[config.mk]
export PLATFORM = sky130hd
export DESIGN_NAME = midi_channel_message_parser_flat
export DESIGN_NICKNAME = d
export VERILOG_FILES = /design/src/sv/mcp_pkg.sv /design/src/sv/mcp_ifs.sv /design/src/sv/mcp_in_reg.sv /design/src/sv/mcp_core.sv /design/src/sv/mcp_out_reg.sv /design/src/sv/midi_channel_message_parser.sv /design/src/flat_wrapper.sv
export SDC_FILE = /design/constraint.sdc
export NUM_CORES = 1
export LEC_CHECK = 0
export BUFFER_PORTS_ARGS = -buffer_cell sky130_fd_sc_hd__buf_2
export CELL_PAD_IN_SITES_DETAIL_PLACEMENT = 0
export CELL_PAD_IN_SITES_GLOBAL_PLACEMENT = 1
export CORE_ASPECT_RATIO = 1.75
export CORE_MARGIN = 2
export CORE_UTILIZATION = 40
export DETAILED_ROUTE_END_ITERATION = 10
export HOLD_SLACK_MARGIN = 0.06
export PLACE_DENSITY = 0.78
export SETUP_SLACK_MARGIN = 0.2
export SYNTH_ARGS = -nofsm -noshare
export SYNTH_HDL_FRONTEND = slang
export SYNTH_HIERARCHICAL = 1
export SYNTH_SLANG_ARGS = --single-unit
[constraint.sdc]
create_clock -name clk_i -period 1.96 [get_ports clk_i]
set_input_delay 0.392 -clock clk_i [delete_from_list [all_inputs] [get_ports clk_i]]
set_output_delay 0.392 -clock clk_i [all_outputs]
set_load 0.03 [all_outputs]
[src/sv/mcp_pkg.sv]
// Types and constants shared by the MIDI channel message parser.
`default_nettype none
package mcp_pkg;

  typedef enum logic [2:0] {
    KIND_NOTE_OFF   = 3'd0,
    KIND_NOTE_ON    = 3'd1,
    KIND_AFTERTOUCH = 3'd2,
    KIND_CONTROL    = 3'd3,
    KIND_PROGRAM    = 3'd4,
    KIND_BEND       = 3'd5
  } event_kind_e;

  // High nibble of a status byte
  localparam logic [3:0] ST_NOTE_OFF  = 4'h8;
  localparam logic [3:0] ST_NOTE_ON   = 4'h9;
  localparam logic [3:0] ST_POLY_AT   = 4'hA;
  localparam logic [3:0] ST_CONTROL   = 4'hB;
  localparam logic [3:0] ST_PROGRAM   = 4'hC;
  localparam logic [3:0] ST_CHAN_PRES = 4'hD;
  localparam logic [3:0] ST_BEND      = 4'hE;

  typedef struct packed {
    logic [7:0] byte_value;
    logic       last_in_packet;
  } byte_word_t;

  typedef struct packed {
    event_kind_e kind;
    logic [3:0]  channel;
    logic [6:0]  first_data;
    logic [6:0]  second_data;
  } event_word_t;

  // Input stage to decoder
  typedef struct packed {
    logic       valid;
    byte_word_t word;
  } stage_t;

  // Decoder to output register
  typedef struct packed {
    logic        load;
    event_word_t word;
  } result_t;

endpackage
`default_nettype wire

[src/sv/mcp_ifs.sv]
// Valid/ready channel interfaces for MIDI bytes and parsed events.
`default_nettype none
interface mcp_byte_if;
  logic       valid;
  logic       ready;
  logic [7:0] byte_value;
  logic       last_in_packet;

  modport source (output valid, output byte_value, output last_in_packet, input ready);
  modport sink   (input valid, input byte_value, input last_in_packet, output ready);
endinterface

interface mcp_event_if;
  logic       valid;
  logic       ready;
  logic [2:0] event_kind;
  logic [3:0] channel;
  logic [6:0] first_data;
  logic [6:0] second_data;

  modport source (output valid, output event_kind, output channel, output first_data,
                  output second_data, input ready);
  modport sink   (input valid, input event_kind, input channel, input first_data,
                  input second_data, output ready);
endinterface
`default_nettype wire

[src/sv/mcp_in_reg.sv]
// Input register: holds one MIDI byte word until the decoder takes it.
`default_nettype none
module mcp_in_reg import mcp_pkg::*; (
  input  wire logic   clk_i,
  input  wire logic   rst_ni,
  mcp_byte_if.sink    byte_i,
  input  wire logic   take_i,
  output stage_t      stage_o
);

  logic       valid_q, valid_d;
  byte_word_t word_q;
  logic       load;

  assign byte_i.ready = !valid_q || take_i;
  assign load         = byte_i.valid && byte_i.ready;

  always_comb begin
    valid_d = valid_q;
    if (load) begin
      valid_d = 1'b1;
    end else if (take_i) begin
      valid_d = 1'b0;
    end
  end

  always_ff @(posedge clk_i or negedge rst_ni) begin
    if (!rst_ni) begin
      valid_q <= 1'b0;
    end else begin
      valid_q <= valid_d;
    end
  end

  always_ff @(posedge clk_i) begin
    if (load) begin
      word_q.byte_value     <= byte_i.byte_value;
      word_q.last_in_packet <= byte_i.last_in_packet;
    end
  end

  assign stage_o.valid = valid_q;
  assign stage_o.word  = word_q;

endmodule
`default_nettype wire

[src/sv/mcp_core.sv]
// Running status state and one-byte decode into channel events.
`default_nettype none
module mcp_core import mcp_pkg::*; (
  input  wire logic    clk_i,
  input  wire logic    rst_ni,
  input  wire stage_t  stage_i,
  input  wire logic    out_free_i,
  output logic         take_o,
  output result_t      result_o
);

  logic [7:0] status_q, status_d;
  logic [6:0] pend_q, pend_d;
  logic       pend_valid_q, pend_valid_d;

  logic        emit;
  event_word_t ev;
  logic [7:0]  b;

  assign b = stage_i.word.byte_value;

  always_comb begin
    status_d     = status_q;
    pend_d       = pend_q;
    pend_valid_d = pend_valid_q;
    emit         = 1'b0;
    ev.kind        = KIND_NOTE_OFF;
    ev.channel     = status_q[3:0];
    ev.first_data  = pend_q;
    ev.second_data = b[6:0];

    if (b[7]) begin
      // status byte abandons anything half received
      status_d     = b;
      pend_d       = '0;
      pend_valid_d = 1'b0;
    end else if (status_q != 8'h00) begin
      unique case (status_q[7:4])
        ST_PROGRAM: begin
          emit           = 1'b1;
          ev.kind        = KIND_PROGRAM;
          ev.first_data  = b[6:0];
          ev.second_data = '0;
        end
        ST_CHAN_PRES: begin
          emit          = 1'b1;
          ev.kind       = KIND_AFTERTOUCH;
          ev.first_data = '0;
        end
        ST_NOTE_OFF, ST_NOTE_ON, ST_POLY_AT, ST_CONTROL, ST_BEND: begin
          if (!pend_valid_q) begin
            pend_d       = b[6:0];
            pend_valid_d = 1'b1;
          end else begin
            emit         = 1'b1;
            pend_d       = '0;
            pend_valid_d = 1'b0;
            unique case (status_q[7:4])
              ST_NOTE_ON: ev.kind = (b[6:0] == 7'd0) ? KIND_NOTE_OFF : KIND_NOTE_ON;
              ST_POLY_AT: ev.kind = KIND_AFTERTOUCH;
              ST_CONTROL: ev.kind = KIND_CONTROL;
              ST_BEND:    ev.kind = KIND_BEND;
              default:    ev.kind = KIND_NOTE_OFF;
            endcase
          end
        end
        default: ;  // system statuses: data skipped
      endcase
    end

    if (stage_i.word.last_in_packet) begin
      status_d     = '0;
      pend_d       = '0;
      pend_valid_d = 1'b0;
    end
  end

  // a word that yields an event waits for room in the output register
  assign take_o          = stage_i.valid && (!emit || out_free_i);
  assign result_o.load   = take_o && emit;
  assign result_o.word   = ev;

  always_ff @(posedge clk_i or negedge rst_ni) begin
    if (!rst_ni) begin
      status_q     <= '0;
      pend_q       <= '0;
      pend_valid_q <= 1'b0;
    end else if (take_o) begin
      status_q     <= status_d;
      pend_q       <= pend_d;
      pend_valid_q <= pend_valid_d;
    end
  end

endmodule
`default_nettype wire

[src/sv/mcp_out_reg.sv]
// Output register: holds one event word until the sink takes it.
`default_nettype none
module mcp_out_reg import mcp_pkg::*; (
  input  wire logic    clk_i,
  input  wire logic    rst_ni,
  input  wire result_t result_i,
  output logic         free_o,
  mcp_event_if.source  event_o
);

  logic        valid_q, valid_d;
  event_word_t word_q;

  assign free_o = !valid_q || event_o.ready;

  always_comb begin
    valid_d = valid_q;
    if (result_i.load) begin
      valid_d = 1'b1;
    end else if (event_o.ready) begin
      valid_d = 1'b0;
    end
  end

  always_ff @(posedge clk_i or negedge rst_ni) begin
    if (!rst_ni) begin
      valid_q <= 1'b0;
    end else begin
      valid_q <= valid_d;
    end
  end

  always_ff @(posedge clk_i) begin
    if (result_i.load) begin
      word_q <= result_i.word;
    end
  end

  assign event_o.valid       = valid_q;
  assign event_o.event_kind  = word_q.kind;
  assign event_o.channel     = word_q.channel;
  assign event_o.first_data  = word_q.first_data;
  assign event_o.second_data = word_q.second_data;

endmodule
`default_nettype wire

[src/sv/midi_channel_message_parser.sv]
// MIDI channel message parser with running status.
// Latency: an event word becomes valid in the cycle after the byte word that completes it is taken.
// Throughput: one byte word per cycle; the decoder stalls only when an event must wait
// for the output register. The input and output registers set this figure.
// Reset: asynchronous, active low; clears running status, pending data byte and both
// register valid flags.
`default_nettype none
module midi_channel_message_parser import mcp_pkg::*; (
  input  wire logic   clk_i,
  input  wire logic   rst_ni,
  mcp_byte_if.sink    byte_i,
  mcp_event_if.source event_o
);

  stage_t  stage;
  result_t result;
  logic    take;
  logic    out_free;

  mcp_in_reg u_in_reg (
    .clk_i   (clk_i),
    .rst_ni  (rst_ni),
    .byte_i  (byte_i),
    .take_i  (take),
    .stage_o (stage)
  );

  mcp_core u_core (
    .clk_i      (clk_i),
    .rst_ni     (rst_ni),
    .stage_i    (stage),
    .out_free_i (out_free),
    .take_o     (take),
    .result_o   (result)
  );

  mcp_out_reg u_out_reg (
    .clk_i    (clk_i),
    .rst_ni   (rst_ni),
    .result_i (result),
    .free_o   (out_free),
    .event_o  (event_o)
  );

endmodule
`default_nettype wire

[src/flat_wrapper.sv]
// flat-port wrapper written by rule: the top's interface ports become plain ports
module midi_channel_message_parser_flat import mcp_pkg::*;
  (clk_i, rst_ni, byte_i_valid, byte_i_byte_value, byte_i_last_in_packet, byte_i_ready, event_o_valid, event_o_event_kind, event_o_channel, event_o_first_data, event_o_second_data, event_o_ready);
  mcp_byte_if byte_i_i ();
  mcp_event_if event_o_i ();
  input  wire logic clk_i;
  input  wire logic rst_ni;
  input wire logic [$bits(byte_i_i.valid)-1:0] byte_i_valid;
  input wire logic [$bits(byte_i_i.byte_value)-1:0] byte_i_byte_value;
  input wire logic [$bits(byte_i_i.last_in_packet)-1:0] byte_i_last_in_packet;
  output wire logic [$bits(byte_i_i.ready)-1:0] byte_i_ready;
  output wire logic [$bits(event_o_i.valid)-1:0] event_o_valid;
  output wire logic [$bits(event_o_i.event_kind)-1:0] event_o_event_kind;
  output wire logic [$bits(event_o_i.channel)-1:0] event_o_channel;
  output wire logic [$bits(event_o_i.first_data)-1:0] event_o_first_data;
  output wire logic [$bits(event_o_i.second_data)-1:0] event_o_second_data;
  input wire logic [$bits(event_o_i.ready)-1:0] event_o_ready;
  assign byte_i_i.valid = byte_i_valid;
  assign byte_i_i.byte_value = byte_i_byte_value;
  assign byte_i_i.last_in_packet = byte_i_last_in_packet;
  assign byte_i_ready = byte_i_i.ready;
  assign event_o_valid = event_o_i.valid;
  assign event_o_event_kind = event_o_i.event_kind;
  assign event_o_channel = event_o_i.channel;
  assign event_o_first_data = event_o_i.first_data;
  assign event_o_second_data = event_o_i.second_data;
  assign event_o_i.ready = event_o_ready;
  midi_channel_message_parser u_core (.clk_i(clk_i), .rst_ni(rst_ni), .byte_i(byte_i_i), .event_o(event_o_i));
endmodule
==> results of run 1 <==
registers in the layout, summed over array words and instances (netlist names):
register / count
u_core/u_in_reg/valid_q: 1
u_core/u_out_reg/event_o.second_data: 7
u_core/u_core/pend_q: 7
u_core/u_in_reg/stage_o: 9
u_core/u_core/pend_valid_q: 1
u_core/u_out_reg/event_o.event_kind: 3
u_core/u_core/status_q: 8
u_core/u_out_reg/event_o.channel: 4
u_core/u_out_reg/event_o.valid: 1
u_core/u_out_reg/event_o.first_data: 7
report_power, final:
group | internal [mW] | switching (mW)
Sequential | 1.15 | 0.0526
Clock | 0.378 | 0.309
Combinational | 0.130 | 0.158
Total | 1.66 | 0.520
what timing repair did:
item	CTS	global route
setup endpoints to repair	1	1
resized for setup	7	0
hold buffers	1	0
buffers inserted	6	2
endpoints found under the hold margin	18	0
pin swaps	1	1
cells in the final DEF (no fill, tap or decap), drive strengths merged, types with 6 or more instances in the layout:
cell type / netlist / routed
buf: 5 / 47
dfrtp: 18 / 18
inv: 7 / 7
o21ai: 7 / 7
clkbuf: 2 / 6
a22o: 7 / 7
mux2i: 7 / 7
edfxtp: 30 / 30
nand2b: 16 / 16
nand2: 19 / 19
nor2b: 9 / 9
worst max path at each step:
stage	from	endpoint	cells past startpoint
floorplan	u_core/u_in_reg/stage_o[8]	u_core/u_out_reg/event_o.channel[0]	3
global placement	event_o_ready	byte_i_ready	6
detailed placement	u_core/u_core/status_q[6]	byte_i_ready	5
CTS	u_core/u_in_reg/stage_o[8]	byte_i_ready	5
global route	u_core/u_in_reg/stage_o[8]	byte_i_ready	5
finish	u_core/u_in_reg/stage_o[8]	byte_i_ready	5
cells by family (layout without fill, tap and decap cells):
kind of cell	Yosys count	after routing	share of synthesized area
flops	48	48	0.671
mux	8	8	0.0422
buf+inv	14	63	0.0354
simple gates	58	58	0.163
compound gates	23	23	0.0882
per-layer routing:
layer	global-route usage	vias up	share of wire
met5	0	-	0
met4	0.0823	0	0.041
met3	0.0331	14	0.051
met2	0.253	50	0.56
met1	0.139	606	0.35
li1	-	621	-
cell type report:
class / count / area (um^2) / share of cell area
Timing Repair Buffer: 48 / 282 / 0.115
Clock inverter: 2 / 35.0 / 0.0143
Tap cell: 54 / 67.6 / 0.0276
Multi-Input combinational cell: 89 / 611 / 0.249
Inverter: 7 / 26.3 / 0.0107
Sequential cell: 48 / 1350 / 0.553
Clock buffer: 6 / 72.6 / 0.0297
per-stage QoR:
stage	cells	hold slack, ns
2_1_floorplan	151	0.0964
3_3_place_gp	237	0.340
3_5_place_dp	237	0.348
4_1_cts	252	0.258
5_1_grt	254	0.255
6_report	254	0.265
==> results by group, run 1 <==
Global route
  • Global router's overall resource usage: 0.140
  • Initial antenna violation count: 0
  • Largest net degree at the start of global routing: 23
  • Total congestion overflow: 0
  • First-pass GRT wire length: ~6.0 mm
  • Vias in the first global route: between 1000 and 1500

STA
  • Fin crit period: ~1.9 ns
  • Max Freq: 537 MHz
  • Hold Fails Final Rpt: 0
  • Period utilisation layout: 0.951
  • Total Neg Setup Slack: 0 ns
  • Worst setup margin: between 0.09 and 0.1 ns
  • Worst-margin pin slew: 0.524 ns
  • Fin. max-slew vios: 0
  • Slew headroom: 0.649
  • # setup viols final: 0
  • Worst Skew: between 0.003 and 0.004 ns
  • RSZ-0062 raised after global routing: yes

Logic synthesis
  • Post-synth ARST share: 0.375
  • EDFF count, synth: 30
  • Synth unique cells: 30
  • Synthesized Nets: 164
  • Netlist Area Pre-Place: just over 2000 um^2
  • Cell with the most instances after synthesis: edfxtp_1
  • Syn Area/Cell: about 13 um^2
  • Synth top area cells: edfxtp_1 (45%), dfrtp_1 (22%), nand2b_1 (4.0%)
  • Top cells by count, synth: edfxtp_1 (30), nand2_1 (19), dfrtp_1 (18)
  • Mapped Cells: between 150 and 200
  • Yosys reg bits: 48
  • Largest area contributor in the netlist: edfxtp_1
  • Post-synth top flop: edfxtp_1
  • Yosys warning total: 6
  • Seq/Total Area, Yosys: 0.671
  • Area share of the largest cell type after synthesis: 0.447

Critical path
  • R2R setup slack: 0.34 ns
  • Reg2Reg Launch Point: u_core/u_in_reg/stage_o[8]
  • Reg-to-Reg End: u_core/u_core/pend_q[1]
  • CP bufs+invs: 1
  • CP Capture Type: output pin
  • Worst path max stage delay: between 0.3 and 0.4 ns
  • Crit-path cells: and2b_2, nand2b_4, o21a_1, nand2b_4, buf_6
  • WP data required: ~1.6 ns
  • Crit Path Class: reg -> out
  • Critical path peak fanout: 2
  • Worst path slowest cell: edfxtp_1
  • Crit path DAT: between 1 and 1.5 ns
  • Worst path top cell family by delay: simple AND/OR/NAND/NOR gates
  • FF-to-FF path depth: 5
  • Type of origin of the critical path: register
  • Cell mode on critical path: nand2b_4

Pwr
  • Power density cells: about 890 nW/um^2
  • Total chip power: approximately 2.2 mW
  • Static Leak: slightly above 1 nW
  • Peak supply drop: about 0.00052 V

Finish
  • Layout Area Growth over Synthesis: 21.5%
  • Post-layout util: 0.500
  • Diode count: 0
  • Layout Nets: about 210
  • Layout cell share with drive strength beyond 1: 0.340
  • Final non-filler cell area: roughly 2400 um^2
  • Filler instances: 430

Floorplan
  • Num ports: 36
  • DIE WIDTH: approximately 58 um
  • Core ar.: approximately 4900 um^2
  • Die Height: between 90 and 100 um
  • Rows: 34
  • Die footprint: 5640 um^2
  • Initial core utilization: 0.412

CTS
  • Clk buf depth: 2
  • CTS Buf Count: 5
  • Later-pin clock latency in the skew report: roughly 0.29 ns
  • CTS root buffer: clkbuf_8
  • Reg clk slew, reported paths: around 0.08 ns
  • Clock Sinks: 48
  • H-Tree Depth: 2
  • TritonCTS clock tree: done

Hold path
  • Hold_sp: byte_i_byte_value[2]
  • Worst Hold Class: in -> reg
  • Min-Delay Path Depth: 1
  • Hold EP: u_core/u_in_reg/stage_o[3]

Route
  • Routed WL: 3.63 mm
  • Routed len/inst: between 10 and 15 um
  • Final ANT Viol Nets: 0
  • DRT Pass-1 Iters: 4
  • Post-route DRC: 0
  • First DRT Iteration DRCs: 18
  • Vias: ~1300
  • Via density: 5.08

Status
  • Status: completed

Placement
  • Number of buffers added on ports: 35
  • Place WS: 0.193 ns
  • Area post-placement: between 2000 and 2500 um^2
  • Hpwl dp: between 2 and 3 mm
  • Final GP Congestion: about 0.87

Run
  • Number of max-cap violations: 0
(Power assumes the default switching activity.)
==> run 2, diff against run 1 <==
--- a/config.mk
+++ b/config.mk
@@ -5,15 +5,17 @@
 export SDC_FILE = /design/constraint.sdc
 export NUM_CORES = 1
 export LEC_CHECK = 0
+export ABC_AREA = 1
 export BUFFER_PORTS_ARGS = -buffer_cell sky130_fd_sc_hd__buf_2
 export CELL_PAD_IN_SITES_DETAIL_PLACEMENT = 0
 export CELL_PAD_IN_SITES_GLOBAL_PLACEMENT = 1
 export CORE_ASPECT_RATIO = 1.75
 export CORE_MARGIN = 2
 export CORE_UTILIZATION = 40
+export CTS_BUF_LIST = sky130_fd_sc_hd__clkbuf_4
 export DETAILED_ROUTE_END_ITERATION = 10
 export HOLD_SLACK_MARGIN = 0.06
-export PLACE_DENSITY = 0.78
+export PLACE_DENSITY = 0.8
 export SETUP_SLACK_MARGIN = 0.2
 export SYNTH_ARGS = -nofsm -noshare
 export SYNTH_HDL_FRONTEND = slang
==> results by group, run 2 <==
Status
  • Status: finished, violations left
  • Failing checks: setup timing

Critical path
  • Crit Path Class: reg -> out
  • Critical path peak fanout: 3 (+1)
  • Type of origin of the critical path: register
  • R2R setup slack: 0.11 ns (-0.23 ns)
  • WP data required: 1.57 ns (about the same)
  • Crit path DAT: 1.59 ns (+0.12 ns)
  • CP Capture Type: output pin
  • CP Launch Point: u_core/u_core/status_q[7]
  • FF-to-FF path depth: 7 (+2)
  • Reg-to-Reg End: u_core/u_out_reg/event_o.first_data[1]
  • Reg2Reg Launch Point: u_core/u_core/status_q[7]

Route
  • DRT Pass-1 Iters: 4 (unchanged)
  • Routed len/inst: 14.3 um (+0.26%)
  • Routed WL: 4.55 mm (+25%)
  • First DRT Iteration DRCs: 78 (+60)
  • Vias: 1658 (+28%)
  • Final ANT Viol Nets: 0 (unchanged)
  • Via density: 5.23 (+2.9%)
  • Post-route DRC: 0 (unchanged)

Finish
  • Most frequent cells in the layout: nand2_1 (43), buf_2 (34), edfxtp_1 (30)
  • Layout Nets: 274 (+29%)
  • Area of the multi-input gates: 636 um^2 (+4.1%)
  • Commonest non-fill, non-tap cell in the layout: nand2_1
  • Max reg flops: 9 (unchanged)
  • Diode count: 0 (unchanged)
  • Filler instances: 492 (+14%)
  • Layout Area Growth over Synthesis: 20.3%
  • Layout cell share with drive strength beyond 1: 0.313 (-0.0270)
  • FF/Latch Area: 1350 um^2 (about the same)
  • Final non-filler cell area: 2590 um^2 (+5.9%)

Floorplan
  • Initial core utilization: 0.413 (+0.00168)
  • Rows: 35 (+2.9%)
  • Core ar.: 5210 um^2 (+6.5%)
  • Num ports: 36 (unchanged)
  • DIE WIDTH: 59.5 um (+3.2%)
  • Die Height: 101 um (+3.3%)
  • Die footprint: 6010 um^2 (+6.6%)

Global route
  • GRT met1 Usage: 0.174 (+0.0359)
  • Global router's overall resource usage: 0.162 (+0.0222)
  • Vias in the first global route: 1590 (+22%)
  • Total congestion overflow: 0 (unchanged)
  • First-pass GRT wire length: 7.17 mm (+19%)
  • Grt peak-use layer: met2
  • Grt met3 use: 0.0347 (+0.00155)
  • Initial antenna violation count: 0 (unchanged)
  • GR Layer Usage met2: 0.287 (+0.0331)
  • Largest net degree at the start of global routing: 23 (unchanged)

Logic synthesis
  • Synth top area cells: edfxtp_1 (42%), dfrtp_1 (21%), nand2_1 (8.4%)
  • Mapped Cells: 213 (+41%)
  • Cell with the most instances after synthesis: nand2_1
  • Seq/Total Area, Yosys: 0.627 (-0.0436)
  • Post-synth top flop: edfxtp_1
  • Post-synth ARST share: 0.375 (unchanged)
  • Yosys reg bits: 48 (unchanged)
  • EDFF count, synth: 30 (unchanged)
  • Yosys warning total: 6 (unchanged)
  • Synth unique cells: 21 (-30%)
  • Top cells by count, synth: nand2_1 (48), edfxtp_1 (30), inv_1 (28)
  • Synthesized Nets: 226 (+38%)
  • Syn Area/Cell: 10.1 um^2 (-24%)
  • Netlist Area Pre-Place: 2150 um^2 (+7.0%)
  • Area share of the largest cell type after synthesis: 0.418 (-0.0291)
  • Largest area contributor in the netlist: edfxtp_1

STA
  • Period utilisation layout: 1.01 (+0.0627)
  • Final hold slack: 0.200 ns (-0.0654 ns)
  • Worst-margin pin slew: 0.420 ns (-0.104 ns)
  • Hold Fails Final Rpt: 0 (unchanged)
  • Fin. max-slew vios: 0 (unchanged)
  • RSZ-0062 raised after global routing: yes
  • Worst Skew: 0.0157 ns (+0.0118 ns)
  • Slew headroom: 0.720 (+0.0712)
  • Fin crit period: 1.99 ns (+0.123 ns)
  • Worst setup margin: -0.0262 ns (-0.123 ns)
  • Max Freq: 503 MHz (-6.2%)
  • # setup viols final: 1 (+1)

Run
  • Number of max-cap violations: 0 (unchanged)

Placement
  • Hpwl dp: 3.08 mm (+17%)
  • Number of buffers added on ports: 35 (unchanged)
  • Area post-placement: 2380 um^2 (+6.1%)
  • Place WS: 0.187 ns (-0.00638 ns)
  • Final GP Congestion: 0.827 (-4.7%)

CTS
  • TritonCTS clock tree: done
  • Clock Sinks: 48 (unchanged)
  • H-Tree Depth: 2 (unchanged)
  • CTS root buffer: clkbuf_4
  • Later-pin clock latency in the skew report: 0.37 ns (+0.08 ns)
  • CTS Buf Count: 5 (unchanged)
  • Reg clk slew, reported paths: 0.15 ns (+0.07 ns)
  • Clk buf depth: 2 (unchanged)

Hold path
  • Worst Hold Class: in -> reg
  • Hold_sp: byte_i_byte_value[0]
  • Min-Delay Path Depth: 1 (unchanged)
  • Hold EP: u_core/u_in_reg/stage_o[1]

Pwr
  • Total chip power: 2.10 mW (-3.4%)
  • Peak supply drop: 0.000540 V (+3.3%)
  • Static Leak: 1.17 nW (+13%)
  • Power density cells: 812 nW/um^2 (-8.8%)
==> run 2: changes by cell type in the layout (fill, tap and decap cells not counted), moves of 6 or more <==
cell      change
nand2_1      +24
inv_1        +18
nand4_1      +17
nand2b_1     -12
nand2_2       +9
nor2b_1       -8
a22o_1        -7
mux2i_1       -7
nor4_1        +7
o22ai_1       +7
a21oi_1       +6
nor2_1        +6
==> run 2: cells by family after synthesis <==
group,count (synthesis),synth area share
AOI/OAI and AO/OA,26,0.0662
buffers and inverters,44,0.0889
DFF,48,0.627
and+or+nand+nor,95,0.218
==> run 2: report_power, final <==
part / internal (mW) / switching (mW) / leakage (nW)
Sequential: 1.15 / 0.0394 / 0.512
Clock: 0.273 / 0.319 / 0.0418
Combinational: 0.115 / 0.210 / 0.615
==> run 2: per-layer routing <==
metal,wire (um),vias to the layer above
li1,-,822
met1,1760,764
met2,2440,59
met3,206,13
met4,144,0
met5,0,-
==> run 2: how the worst max path moves through the flow <==
stage                    to  slack [ns]
6_report       byte_i_ready       -0.03
5_1_grt        byte_i_ready       -0.12
2_1_floorplan  byte_i_ready        0.21
4_1_cts        byte_i_ready     -0.0009
3_5_place_dp   byte_i_ready        0.19
3_3_place_gp   byte_i_ready        0.21
==> run 2: critical path, cell delays in order, from the launching register on <==
cell and delay (ns):
dfrtp_1 0.45, nand2_2 0.10, nor2_4 0.11, inv_2 0.05, nand2_2 0.09, nand3_4 0.06, nand2_1 0.07, inv_1 0.05
inv_2 0.05, nand2_2 0.05, buf_6 0.14
==> run 2: what timing repair did <==
item	in CTS	in global routing
pin swaps	3	6
endpoints found under the setup margin	1	33
hold buffers	1	0
gates resized for setup	4	7
cloned	0	2
hold endpoints to repair	18	0
buffers inserted	9	2
==> run 2: metrics by stage <==
step           utilization    TNS, ns  instances
3_3_place_gp         0.457          0        295
3_5_place_dp         0.457          0        295
2_1_floorplan            -          0        213
5_1_grt              0.497     -0.122        317
4_1_cts              0.490  -0.000894        313
6_report             0.497    -0.0262        317
==> run 2: layout make-up <==
cell class | count | area share
multi-input cells | 121 | 0.245
well taps | 55 | 0.0266
flip-flops and latches | 48 | 0.522
clock buffers | 5 | 0.0145
repair inverters | 2 | 0.00579
inverters | 30 | 0.0449
clock inverters | 3 | 0.0179
repair buffers | 53 | 0.123
==> run 3, diff against run 2 <==
--- a/config.mk
+++ b/config.mk
@@ -9,13 +9,12 @@
 export BUFFER_PORTS_ARGS = -buffer_cell sky130_fd_sc_hd__buf_2
 export CELL_PAD_IN_SITES_DETAIL_PLACEMENT = 0
 export CELL_PAD_IN_SITES_GLOBAL_PLACEMENT = 1
-export CORE_ASPECT_RATIO = 1.75
 export CORE_MARGIN = 2
-export CORE_UTILIZATION = 40
+export CORE_UTILIZATION = 43
 export CTS_BUF_LIST = sky130_fd_sc_hd__clkbuf_4
 export DETAILED_ROUTE_END_ITERATION = 10
 export HOLD_SLACK_MARGIN = 0.06
-export PLACE_DENSITY = 0.8
+export PLACE_DENSITY = 0.82
 export SETUP_SLACK_MARGIN = 0.2
 export SYNTH_ARGS = -nofsm -noshare
 export SYNTH_HDL_FRONTEND = slang
==> constraint.sdc (replaced) <==
create_clock -name clk_i -period 2 [get_ports clk_i]
set_input_delay 0.4 -clock clk_i [delete_from_list [all_inputs] [get_ports clk_i]]
set_output_delay 0.4 -clock clk_i [all_outputs]
set_load 0.03 [all_outputs]
==> results by group, run 3 (synthesized netlist as in run 2, its figures left out) <==
Status
  • Status: completed

Floorplan
  • Die Height: 74.8 um (-26%)
  • DIE WIDTH: 74.8 um (+26%)
  • Rows: 25 (-29%)
  • Num ports: 36 (unchanged)
  • Core ar.: 4790 um^2 (-8.2%)
  • Die footprint: 5590 um^2 (-7.0%)
  • Initial core utilization: 0.450 (+0.0368)

CTS
  • H-Tree Depth: 2 (unchanged)
  • CTS root buffer: clkbuf_4
  • Clk buf depth: 2 (unchanged)
  • TritonCTS clock tree: done
  • Reg clk slew, reported paths: 0.12 ns (-0.03 ns)
  • CTS Buf Count: 5 (unchanged)
  • Clock Sinks: 48 (unchanged)
  • Later-pin clock latency in the skew report: 0.36 ns (about the same)

Pwr
  • Static Leak: 1.18 nW (+0.87%)
  • Power density cells: 750 nW/um^2 (-7.7%)
  • Peak supply drop: 0.000443 V (-18%)

Critical path
  • Crit path DAT: 1.52 ns (-0.07 ns)
  • CP Capture Type: output pin
  • Crit-path cells: nand2_2, nor2_4, inv_2, nand2_2, nand3_4, nand2_2, inv_2, inv_2, nand2_2, buf_6
  • Worst path slowest cell: dfrtp_1
  • Worst path top cell family by delay: simple AND/OR/NAND/NOR gates
  • Critical path peak fanout: 3 (unchanged)
  • Crit Path Class: reg -> out
  • Worst path max stage delay: 0.43 ns (-0.02 ns)
  • Type of origin of the critical path: register
  • WP data required: 1.60 ns (+0.03 ns)
  • Cell mode on critical path: nand2_2
  • CP bufs+invs: 4 (unchanged)

STA
  • # setup viols final: 0 (-1)
  • Fin crit period: slightly below 2 ns
  • Period utilisation layout: 0.961
  • Worst-margin pin slew: 0.430 ns (+0.00984 ns)
  • Worst Skew: 0.00320 ns (-0.0125 ns)
  • Max Freq: around 520 MHz
  • Total Neg Setup Slack: 0 ns (+0.0262 ns)
  • Fin. max-slew vios: 0 (unchanged)
  • Hold Fails Final Rpt: 0 (unchanged)
  • RSZ-0062 raised after global routing: yes
  • Worst setup margin: 0.0781 ns (+0.104 ns)
  • Slew headroom: 0.713 (-0.00656)

Finish
  • Layout Area Growth over Synthesis: 20.8%
  • Most frequent cells in the layout: nand2_1 (42), buf_2 (34), edfxtp_1 (30)
  • Final non-filler cell area: 2600 um^2 (+0.48%)
  • Layout Nets: 276 (+0.73%)
  • Commonest non-fill, non-tap cell in the layout: nand2_1
  • Max reg flops: 9 (unchanged)
  • Diode count: 0 (unchanged)
  • Layout cell share with drive strength beyond 1: 0.326 (+0.0128)

Route
  • First DRT Iteration DRCs: 90 (+15%)
  • DRT Pass-1 Iters: 4 (unchanged)
  • Post-route DRC: 0 (unchanged)
  • Final ANT Viol Nets: 0 (unchanged)
  • Via density: 4.89 (-6.5%)
  • Vias: 1619 (-2.4%)
  • Routed WL: 4.29 mm (-5.6%)
  • Routed len/inst: 13.0 um (-9.6%)

Placement
  • Final GP Congestion: 0.847 (+2.4%)
  • Area post-placement: 2400 um^2 (+0.63%)
  • Place WS: 0.226 ns (+0.0395 ns)
  • Number of buffers added on ports: 35 (unchanged)
  • Hpwl dp: 2.86 mm (-7.2%)

Global route
  • Global router's overall resource usage: 0.170 (+0.00739)
  • GRT met1 Usage: 0.226 (+0.0516)
  • Initial antenna violation count: 0 (unchanged)
  • Vias in the first global route: 1479 (-7.0%)
  • Largest net degree at the start of global routing: 23 (unchanged)
  • Grt peak-use layer: met2
  • GR Layer Usage met2: 0.274 (-0.0122)
  • First-pass GRT wire length: 6.91 mm (-3.6%)
  • Grt met3 use: 0.0321 (-0.00253)
  • Total congestion overflow: 0 (unchanged)

Run
  • Number of max-cap violations: 0 (unchanged)

Hold path
  • Worst Hold Class: in -> reg
==> run 3: cell types whose count changed in the layout (fill, tap and decap cells not counted) <==
cell	change
nand2_2	+1
inv_6	-1
inv_2	+1
bufinv_16	-1
clkbuf_4	+3
inv_1	-1
clkinvlp_4	-2
buf_4	+2
buf_6	+1
nand2_1	-1
==> run 3: cell type report <==
class | count | area (um^2)
Inverter | 30 | 116
Fill cell | 440 | 2180
Timing Repair Buffer | 56 | 345
Timing Repair inverter | 1 | 7.51
Multi-Input combinational cell | 121 | 638
Tap cell | 67 | 83.8
Sequential cell | 48 | 1350
Clock buffer | 8 | 60.1
==> run 3: repair_timing <==
item                                   4_1_cts  5_1_grt
buffers inserted                            11        3
pin swaps                                    4        6
endpoints found under the hold margin       18        0
gates resized for setup                      5        8
hold buffers                                 1        0
setup endpoints to repair                    1       38
cloned                                       0        1
==> run 3: where the power goes <==
part	internal, mW	total (mW)	switching, mW
logic	0.121	0.321	0.200
registers	1.13	1.16	0.0399
clock network	0.181	0.466	0.285
==> run 3: worst paths after layout <==
check / startpoint / to / slack (ns) / cells after the start
max: u_core/u_core/status_q[7] / byte_i_ready / 0.08 / 10
min: byte_i_byte_value[7] / u_core/u_in_reg/stage_o[8] / 0.20 / 1
max reg2reg: u_core/u_core/status_q[5] / u_core/u_in_reg/stage_o[1] / 0.23 / 11
min reg2reg: u_core/u_core/status_q[1] / u_core/u_out_reg/event_o.channel[1] / 0.46 / 0
max in group asynchronous: rst_ni / u_core/u_core/status_q[5] / 1.19 / 2
min in group asynchronous: rst_ni / u_core/u_core/status_q[2] / 0.49 / 2
==> run 3: stage by stage <==
step	hold slack, ns	cells	utilization	power (mW)
after detailed placement	0.359	307	0.501	1.45
after global routing	0.171	331	0.544	2.05
final	0.200	331	0.544	1.95
after CTS	0.197	327	0.535	1.95
after global placement	0.356	307	0.501	1.45
after floorplan	0.104	213	-	1.38
==> run 3: per-layer routing <==
layer / share of wire / vias to the layer above
met5: 0 / -
met4: 0.015 / 0
met3: 0.054 / 8
li1: - / 827
met2: 0.48 / 47
met1: 0.45 / 737
